$ cat src/design/spf_sieve_divisor_sum_assert.svh
// Assertion macros shared by the divisor-sum block; they sample on clk_i and idle in reset.
`ifndef SPF_SIEVE_DIVISOR_SUM_ASSERT_SVH
`define SPF_SIEVE_DIVISOR_SUM_ASSERT_SVH

// The consequent must hold in the same cycle as the antecedent.
`define SPF_ASSERT_IMPL(lbl, ante, cons, msg) \
  lbl: assert property (@(posedge clk_i) disable iff (!rst_ni) (ante) |-> (cons)) \
    else $error(msg);

// The consequent must hold in the cycle after the antecedent.
`define SPF_ASSERT_NEXT(lbl, ante, cons, msg) \
  lbl: assert property (@(posedge clk_i) disable iff (!rst_ni) (ante) |=> (cons)) \
    else $error(msg);

`endif

$ cat src/design/spf_pkg.sv
// Package with widths, codes and controller/datapath types of the divisor-sum block.
`timescale 1ns / 1ps

package spf_pkg;

  localparam int QUERY_W        = 16;
  localparam int SUM_W          = 20;
  localparam int TABLE_SIZE_DEF = 65536;
  localparam int DIV_CNT_W      = $clog2(QUERY_W);
  localparam logic [DIV_CNT_W-1:0] DIV_LAST = DIV_CNT_W'(QUERY_W - 1);

  typedef enum logic [3:0] {
    ST_CLEAR,
    ST_OUT_RD,
    ST_OUT_CHK,
    ST_INNER,
    ST_IDLE,
    ST_Q_RD,
    ST_Q_SPF,
    ST_Q_DIV,
    ST_Q_MUL,
    ST_Q_ACC,
    ST_Q_CLOSE,
    ST_FINISH
  } ctrl_state_e;

  typedef enum logic [3:0] {
    OP_NOP,
    OP_CLEAR,
    OP_OUTER_RD,
    OP_OUTER_CHK,
    OP_INNER,
    OP_Q_RD,
    OP_Q_SPF,
    OP_Q_MUL,
    OP_Q_ACC,
    OP_Q_CLOSE
  } dp_op_e;

  typedef struct packed {
    dp_op_e op;
    logic   div_start;
    logic   in_ready;
    logic   out_load;
  } dp_cmd_t;

  typedef struct packed {
    logic in_valid;
    logic q_direct;
    logic clear_last;
    logic outer_last;
    logic prime_inner;
    logic inner_last;
    logic div_done;
    logic x_one;
    logic same_prime;
    logic out_full;
  } dp_status_t;

endpackage

$ cat src/design/spf_ctrl.sv
// Controller state machine sequencing the table fill and the factoring of each query.
`timescale 1ns / 1ps

module spf_ctrl import spf_pkg::*; (
  input  logic       clk_i,
  input  logic       rst_ni,
  input  dp_status_t status_i,
  output dp_cmd_t    cmd_o
);

  ctrl_state_e state_q;
  ctrl_state_e state_d;

  always_ff @(posedge clk_i or negedge rst_ni) begin
    if (!rst_ni) begin
      state_q <= ST_CLEAR;
    end else begin
      state_q <= state_d;
    end
  end

  always_comb begin
    state_d = state_q;
    unique case (state_q)
      ST_CLEAR: begin
        if (status_i.clear_last) state_d = ST_OUT_RD;
      end
      ST_OUT_RD: begin
        state_d = ST_OUT_CHK;
      end
      ST_OUT_CHK: begin
        if (status_i.prime_inner) begin
          state_d = ST_INNER;
        end else begin
          state_d = status_i.outer_last ? ST_IDLE : ST_OUT_RD;
        end
      end
      ST_INNER: begin
        if (status_i.inner_last) state_d = status_i.outer_last ? ST_IDLE : ST_OUT_RD;
      end
      ST_IDLE: begin
        if (status_i.in_valid) state_d = status_i.q_direct ? ST_FINISH : ST_Q_RD;
      end
      ST_Q_RD: begin
        state_d = ST_Q_SPF;
      end
      ST_Q_SPF: begin
        state_d = ST_Q_DIV;
      end
      ST_Q_DIV: begin
        if (status_i.div_done) state_d = ST_Q_MUL;
      end
      ST_Q_MUL: begin
        state_d = ST_Q_ACC;
      end
      ST_Q_ACC: begin
        if (!status_i.x_one && status_i.same_prime) begin
          state_d = ST_Q_DIV;
        end else begin
          state_d = ST_Q_CLOSE;
        end
      end
      ST_Q_CLOSE: begin
        state_d = status_i.x_one ? ST_FINISH : ST_Q_SPF;
      end
      ST_FINISH: begin
        if (!status_i.out_full) state_d = ST_IDLE;
      end
      default: begin
        state_d = ST_CLEAR;
      end
    endcase
  end

  always_comb begin
    cmd_o.op        = OP_NOP;
    cmd_o.div_start = 1'b0;
    cmd_o.in_ready  = 1'b0;
    cmd_o.out_load  = 1'b0;
    unique case (state_q)
      ST_CLEAR:   cmd_o.op = OP_CLEAR;
      ST_OUT_RD:  cmd_o.op = OP_OUTER_RD;
      ST_OUT_CHK: cmd_o.op = OP_OUTER_CHK;
      ST_INNER:   cmd_o.op = OP_INNER;
      ST_IDLE:    cmd_o.in_ready = 1'b1;
      ST_Q_RD:    cmd_o.op = OP_Q_RD;
      ST_Q_SPF: begin
        cmd_o.op        = OP_Q_SPF;
        cmd_o.div_start = 1'b1;
      end
      ST_Q_DIV:   cmd_o.op = OP_NOP;
      ST_Q_MUL:   cmd_o.op = OP_Q_MUL;
      ST_Q_ACC: begin
        cmd_o.op        = OP_Q_ACC;
        cmd_o.div_start = !status_i.x_one && status_i.same_prime;
      end
      ST_Q_CLOSE: cmd_o.op = OP_Q_CLOSE;
      ST_FINISH:  cmd_o.out_load = !status_i.out_full;
      default: begin
      end
    endcase
  end

endmodule

$ cat config.mk
export PLATFORM = sky130hd
export DESIGN_NAME = spf_ctrl
export DESIGN_NICKNAME = d
export VERILOG_FILES = /design/src/design/spf_sieve_divisor_sum_assert.svh /design/src/design/spf_pkg.sv /design/src/design/spf_ctrl.sv
export SDC_FILE = /design/constraint.sdc
export NUM_CORES = 1
export LEC_CHECK = 0
export ABC_AREA = 1
export BUFFER_PORTS_ARGS = -buffer_cell sky130_fd_sc_hd__buf_2
export CAP_MARGIN = 20
export CORE_AREA = 2 2 39 41
export DETAILED_ROUTE_END_ITERATION = 10
export DIE_AREA = 0 0 41 43
export GPL_ROUTABILITY_DRIVEN = 1
export PLACE_DENSITY = 0.66
export RECOVER_POWER = 100
export REMOVE_ABC_BUFFERS = 1
export SLEW_MARGIN = 20
export SYNTH_ARGS = -nofsm -noshare
export SYNTH_HDL_FRONTEND = slang
export SYNTH_SLANG_ARGS = --single-unit
export TNS_END_PERCENT = 50
$ cat constraint.sdc
create_clock -name clk_i -period 2.46 [get_ports clk_i]
set_input_delay 0 -clock clk_i [delete_from_list [all_inputs] [get_ports clk_i]]
set_output_delay 0 -clock clk_i [all_outputs]
set_load 0.02 [all_outputs]
* Word-level counts from Yosys, hierarchy flattened
Index checks and enable logic that the tools add are counted.
** Storage, ports and cells
- Output and inout port bits :: 7
- Bits of input ports :: 12
- Register bits :: 4
- Logic and storage cells :: 37
** Operators by class
- Reductions and logical operators :: 5
- Equal/unequal tests :: 16
- Muxes and demuxes :: 15
** Operators with widths (number)
- $pmux W4 S12 :: 1
- $pmux W4 S9 :: 1
- $mux W4 :: 8
- $eq A4 B3 Y1 const B :: 4
- $eq A4 B4 Y1 const B :: 4
- $ne A2 B2 Y1 const B :: 5
- $eq A4 B2 Y1 const B :: 2
- $mux W3 :: 2
- $reduce_and A5 Y1 :: 1
- $eq A4 B1 Y1 const B :: 1
- $logic_not A4 Y1 :: 1
- $logic_not A1 Y1 :: 2
- $mux W1 :: 2
- $pmux W1 S2 :: 1
- $logic_and A1 B1 Y1 :: 1

* Longest topological paths before layout
Gate-level depths: netlist of the first run.
- Depth after elaboration :: 4
- Gate-level depth with buffers :: 9
- Gate-level depth less buffers :: 9

* Least setup slack after synthesis of the first run
No wires, ideal clock.
- Path kind :: reg-to-reg
- Start point :: register state_q[3]
- End point :: register state_q[0]
- Cell stages (with the launch flop) :: 9
- Clock period less this slack :: 1.332 ns
- Slack :: 1.128 ns
- Arrival time :: 1.208 ns
- Required time :: 2.336 ns
- Setup time :: 0.124 ns
- Cells stage by stage :: dfrtp_1 -> inv_2 -> nand2_1 -> nor2_2 -> nand2_1 -> nand3_2 -> nor2_2 -> nand2_1 -> nand2_1
** On the way
- Word-level cells in the longest chain between the ends :: 3
** Ends and longest elaborated chain
- start, declared :: line spf_ctrl.sv:11 : ctrl_state_e state_q;
- start signal, assigned :: line spf_ctrl.sv:18 : state_q <= state_d;
- $eq A4 B3 Y1 (tied with other cells) :: line spf_ctrl.sv:24 : unique case (state_q)
- $ne A2 B2 Y1 (no source line)
- $reduce_and A5 Y1 (no source line)
Parallel ways exist; a longest one is shown, timed or not.
A chain may end at the register's enable or synchronous reset.

==> results of run 1 <==
## cell families after synthesis
group / Yosys count / synth area share (%)
compound gates: 5 / 5.94
buf+inv: 15 / 10.7
flops: 4 / 19.0
simple gates: 70 / 64.4
## worst max-delay path by stage
stage	startpoint	end	slack (ns)
after floorplan	state_q[3]	state_q[0]	1.13
after global placement	state_q[2]	state_q[0]	1.14
after detailed placement	state_q[2]	state_q[0]	1.16
after CTS	state_q[1]	cmd_o[4]	0.98
after global routing	state_q[3]	cmd_o[4]	0.50
final	state_q[3]	cmd_o[4]	0.66
## cell type report
type	count	area, um2	area share [%]
clock buffers	3	22.5	3.46
inverters	15	56.3	8.65
multi-input cells	75	359	55.2
flip-flops and latches	4	100	15.4
well taps	16	20.0	3.08
repair buffers	19	92.6	14.2
## where the power goes
group | total [mW] | internal, mW | switching [mW]
Combinational | 0.588 | 0.183 | 0.405
Clock | 0.0787 | 0.0544 | 0.0243
Sequential | 0.149 | 0.100 | 0.0487
Total | 0.816 | 0.338 | 0.478
## routing by layer
metal | global-route usage, % | vias to the layer above | share of wire (%)
met3 | 1.57 | 2 | 5.2
met1 | 23.8 | 275 | 45
met5 | 0 | - | 0
met2 | 28.1 | 18 | 49
met4 | 8.00 | 0 | 0.97
li1 | - | 338 | -
## metrics by stage
stage	area [um2]	total power [mW]	setup WS, ns
final	651	0.816	0.656
after CTS	669	0.844	0.982
after global routing	651	0.906	0.497
after detailed placement	637	0.760	1.16
after global placement	637	0.761	1.14
after floorplan	527	0.602	1.13
## worst max-delay path, stage by stage (launching register included)
cell      delay, ns
dfrtp_1        0.43
inv_1          0.13
nor2_1         0.39
nand2_1        0.13
nand2_1        0.12
inv_1          0.05
o31ai_1        0.06
clkbuf_1       0.26
## placed cells by master, fill, tap and decap left out, drive strengths merged
cell         instances
and2                 1
buf                 12
clkbuf               9
dfrtp                4
dlygate4sd3          1
inv                 15
nand2               35
nand3               12
nand3b               2
nand4                1
nor2                18
nor3                 1
o21ai                4
o31ai                1
==> out/qor.yml, run 1 <==
grt_util_all_layers_pct: 17.9
post_cts_buffers: 0
ios: 19
fin_util_pct: 47.0
fp-row-count: 14
yosys-top-cells-count: "nand2_1 (31), inv_1 (13), nor2_1 (13), nand3_1 (9)"
top_register: "state_q"
worst_setup_path_start_kind: "flop"
status: "finished clean"
whs_ns: 0.0520
clk_pin_slew_worst_paths_ns: 0.03
worst_skew_pair.late_latency_ns: 0.23
fmax_ghz: 0.554
top_regs: "state_q (4)"
dp_hpwl_um: 1140
cts_htree_levels: 1
place_congestion: 0.863
async_flop_share_pct: 100
layout-drive-gt1-share_pct: 23.3
port_buffers: 18
fin_crit_sh_pct: 73.3
reg2reg_to: "state_q[0]"
core_area_um2: 1380
critPathArrivalTime_ns: 1.80
irDropWorstVdd_mv: 0.602
final_cells: 132
tightestPinTransition_ns: 0.468
finalSetupViolCount: 0
wl_per_cell_um: 10.2
clk_path_buf_depth: 2
numCtsBuffers: 3
finalSetupTns_ns: 0
p_leak_nw: 0.383
hold_depth: 3
synth_cell_types: 18
synth_seq_area_share_pct: 19.0
antenna_cells: 0
required_ns: 2.46
synth_seq_cells: 4
synth_top_area_cell: "nand2_1"
start_util_pct: 38.1
grt_pass1_vias: 557
clkSinkCount: 4
synth_cells: 94
die-area_um2: 1760
drc: 0
first_pass_iters: 4
fill_cells: 159
cts_tree: "done"
chipHeight_um: 43
synth_edf_count: 0
cts_hold_buf: 1
hold-path-endpoint: "state_q[3]"
rsz0062_at_grt: "no"
finalWirelength_um: 1350
slew_headroom_pct: 68.7
syn_area_um2: 527
synth.top_cells.by_area: "nand2_1 (22%), dfrtp_1 (19%), inv_1 (9.3%)"
ctsResizeCount: 0
cp_max_fo: 6
grt-ovfl-total: 0
nets: 130
worst_setup_path_end_kind: "primary output"
slew_viol_final: 0
antenna_found_initial: 0
area_delta_synth_final_pct: 23.5
skew_ns: 0.000910
worstSetupPathType: "flop to primary output"
reg2reg_from: "state_q[3]"
largest_reg_flops: 4
grt_pass1_wl_um: 2180
yosysWarnings: 0
netlist.area_leader.share_pct: 22.1
r2r_setup_slack_ns: 0.85
cap_violations: 0
drt_iter0_drc: 19
r2r_cells: 7
min_from: "status_i[0]"
power.density_nw_per_um2: 1250
clock_tree.root_cell: "clkbuf_4"
dr_total_vias: 633
via_per_inst: 4.80
layout_min_cycle_time_ns: 1.80
dp.cells: 128
synth.most_common_cell: "nand2_1"
ant_nets: 0
hold_path.class: "primary input to flop"
avgSynthCellArea_um2: 5.60
hold_violations: 0
ys.flop_type: "dfrtp_1"
dieWidth_um: 41
grt_max_degree: 7
Power figures use the tool's default switching activity.
==> run 2, diff against run 1 <==
==> constraint.sdc (replaced) <==
create_clock -name clk_i -period 1.88 [get_ports clk_i]
set_input_delay 0 -clock clk_i [delete_from_list [all_inputs] [get_ports clk_i]]
set_output_delay 0 -clock clk_i [all_outputs]
set_load 0.02 [all_outputs]
==> out/qor.yml, run 2 (same netlist as run 1, synthesis figures left out) <==
status: "finished clean"
grt_max_degree: 7
first_pass_iters: 4
p_leak_nw: 0.379
numCtsBuffers: 3
rsz0062_at_grt: "no"
grt-ovfl-total: 0
wl_per_cell_um: 9.93
worst_skew_pair.late_latency_ns: 0.23
layout_min_cycle_time_ns: 1.56
antenna_cells: 0
tightestPinTransition_ns: 0.305
nets: 130
layout_common_cells: "nand2_1 (31), nor2_1 (15), inv_1 (14)"
critPathBufInv: 3
drt_iter0_drc: 15
die-area_um2: 1760
fill_cells: 145
critPathArrivalTime_ns: 1.56
fmax_ghz: 0.639
dp_hpwl_um: 1130
port_buffers: 18
cap_violations: 0
finalSetupTns_ns: 0
dr_total_vias: 622
slew_viol_final: 0
clk_pin_slew_worst_paths_ns: 0.03
chipHeight_um: 43
start_util_pct: 38.1
cpPeakStageDelay_ns: 0.43
final_common_cell: "nand2_1"
top_register: "state_q"
whs_ns: 0.0709
antenna_found_initial: 0
ios: 19
slowest_stage: "dfrtp_1"
clk_path_buf_depth: 2
top_regs: "state_q (4)"
dieWidth_um: 41
via_per_inst: 4.71
fin_crit_sh_pct: 83.2
power.density_nw_per_um2: 1630
cp_max_fo: 6
crit_path_cell_trace: "inv_1 > nor2_4 > nand2_1 > nand2_1 > inv_1 > o31ai_1 > clkbuf_1"
critPathTopFamily: "buffers and inverters"
core_area_um2: 1380
finalWirelength_um: 1310
hold_violations: 0
slew_headroom_pct: 79.6
grt_pass1_vias: 533
largest_reg_flops: 4
required_ns: 1.88
area_delta_synth_final_pct: 23.8
grt_pass1_wl_um: 2030
finalSetupViolCount: 0
grt_util_all_layers_pct: 17.2
place_congestion: 0.868
irDropWorstVdd_mv: 0.976
hold_path.class: "primary input to flop"
layout-drive-gt1-share_pct: 22.4
clkSinkCount: 4
cts_tree: "done"
clock_tree.root_cell: "clkbuf_4"
dp_slack_ns: 0.592
worst_setup_path_end_kind: "primary output"
setup_ws_ns: 0.315
r2r_setup_slack_ns: 0.49
ctsResizeCount: 0
worst_setup_path_start_kind: "flop"
worstSetupPathType: "flop to primary output"
fp-row-count: 14
drc: 0
skew_ns: 0.00138
ant_nets: 0
cts_htree_levels: 1
==> run 2: cell types whose count changed in the layout (fill, tap and decap cells not counted) <==
cell,previous run,this run
nand3_1,9,10
nand3_2,3,2
nor2_1,14,15
nor2_2,3,1
nor2_4,1,2
o21ai_0,3,2
o21ai_2,0,1
==> run 2: what timing repair did <==
item / CTS / global route
buffers inserted: 0 / 0
setup endpoints to repair: 0 / 0
endpoints found under the hold margin: 4 / 0
hold buffers: 1 / 0
==> run 2: worst paths after layout <==
path / startpoint / end / cells past startpoint
max in group asynchronous: rst_ni / state_q[3] / 2
min reg2reg: state_q[1] / state_q[0] / 2
min in group asynchronous: rst_ni / state_q[0] / 2
max reg2reg: state_q[3] / state_q[1] / 8
max: state_q[3] / cmd_o[4] / 7
min: status_i[0] / state_q[3] / 3
==> run 2: worst register-to-register path: stages (launching register included) <==
cell	delay, ns
dfrtp_1	0.43
inv_1	0.19
nand2_1	0.07
nor2_1	0.17
nand2_1	0.07
nand3_1	0.12
nor2_1	0.09
nand2_1	0.07
nand2_1	0.06
==> run 2: per-layer routing <==
metal / routed length, um / part of all wire [%] / vias up / track usage [%]
met1: 563 / 43 / 265 / 20.6
li1: - / - / 341 / -
met2: 679 / 52 / 16 / 28.1
met4: 0 / 0 / 0 / 9.33
met3: 69 / 5.3 / 0 / 1.57
met5: 0 / 0 / - / 0
==> run 2: report_power, final <==
group / switching [mW] / internal, mW / leakage (nW)
Sequential: 0.0675 / 0.131 / 0.0512
Clock: 0.0313 / 0.0712 / 0.0138
Combinational: 0.523 / 0.236 / 0.314
Total: 0.622 / 0.439 / 0.379
==> run 2: stage by stage <==
stage | cells | instance area, um2 | util (%) | power (mW)
after floorplan | 94 | 527 | - | 0.788
after global placement | 128 | 637 | 46.0 | 0.997
after detailed placement | 128 | 637 | 46.0 | 0.987
after CTS | 132 | 669 | 48.4 | 1.11
after global routing | 132 | 652 | 47.1 | 1.19
final | 132 | 652 | 47.1 | 1.06
==> run 2: final cells by class <==
type / count / area (um2) / area share [%]
well taps: 16 / 20.0 / 3.07
clock buffers: 3 / 22.5 / 3.45
multi-input cells: 75 / 360 / 55.3
repair buffers: 19 / 92.6 / 14.2
flip-flops and latches: 4 / 100 / 15.4
inverters: 15 / 56.3 / 8.64
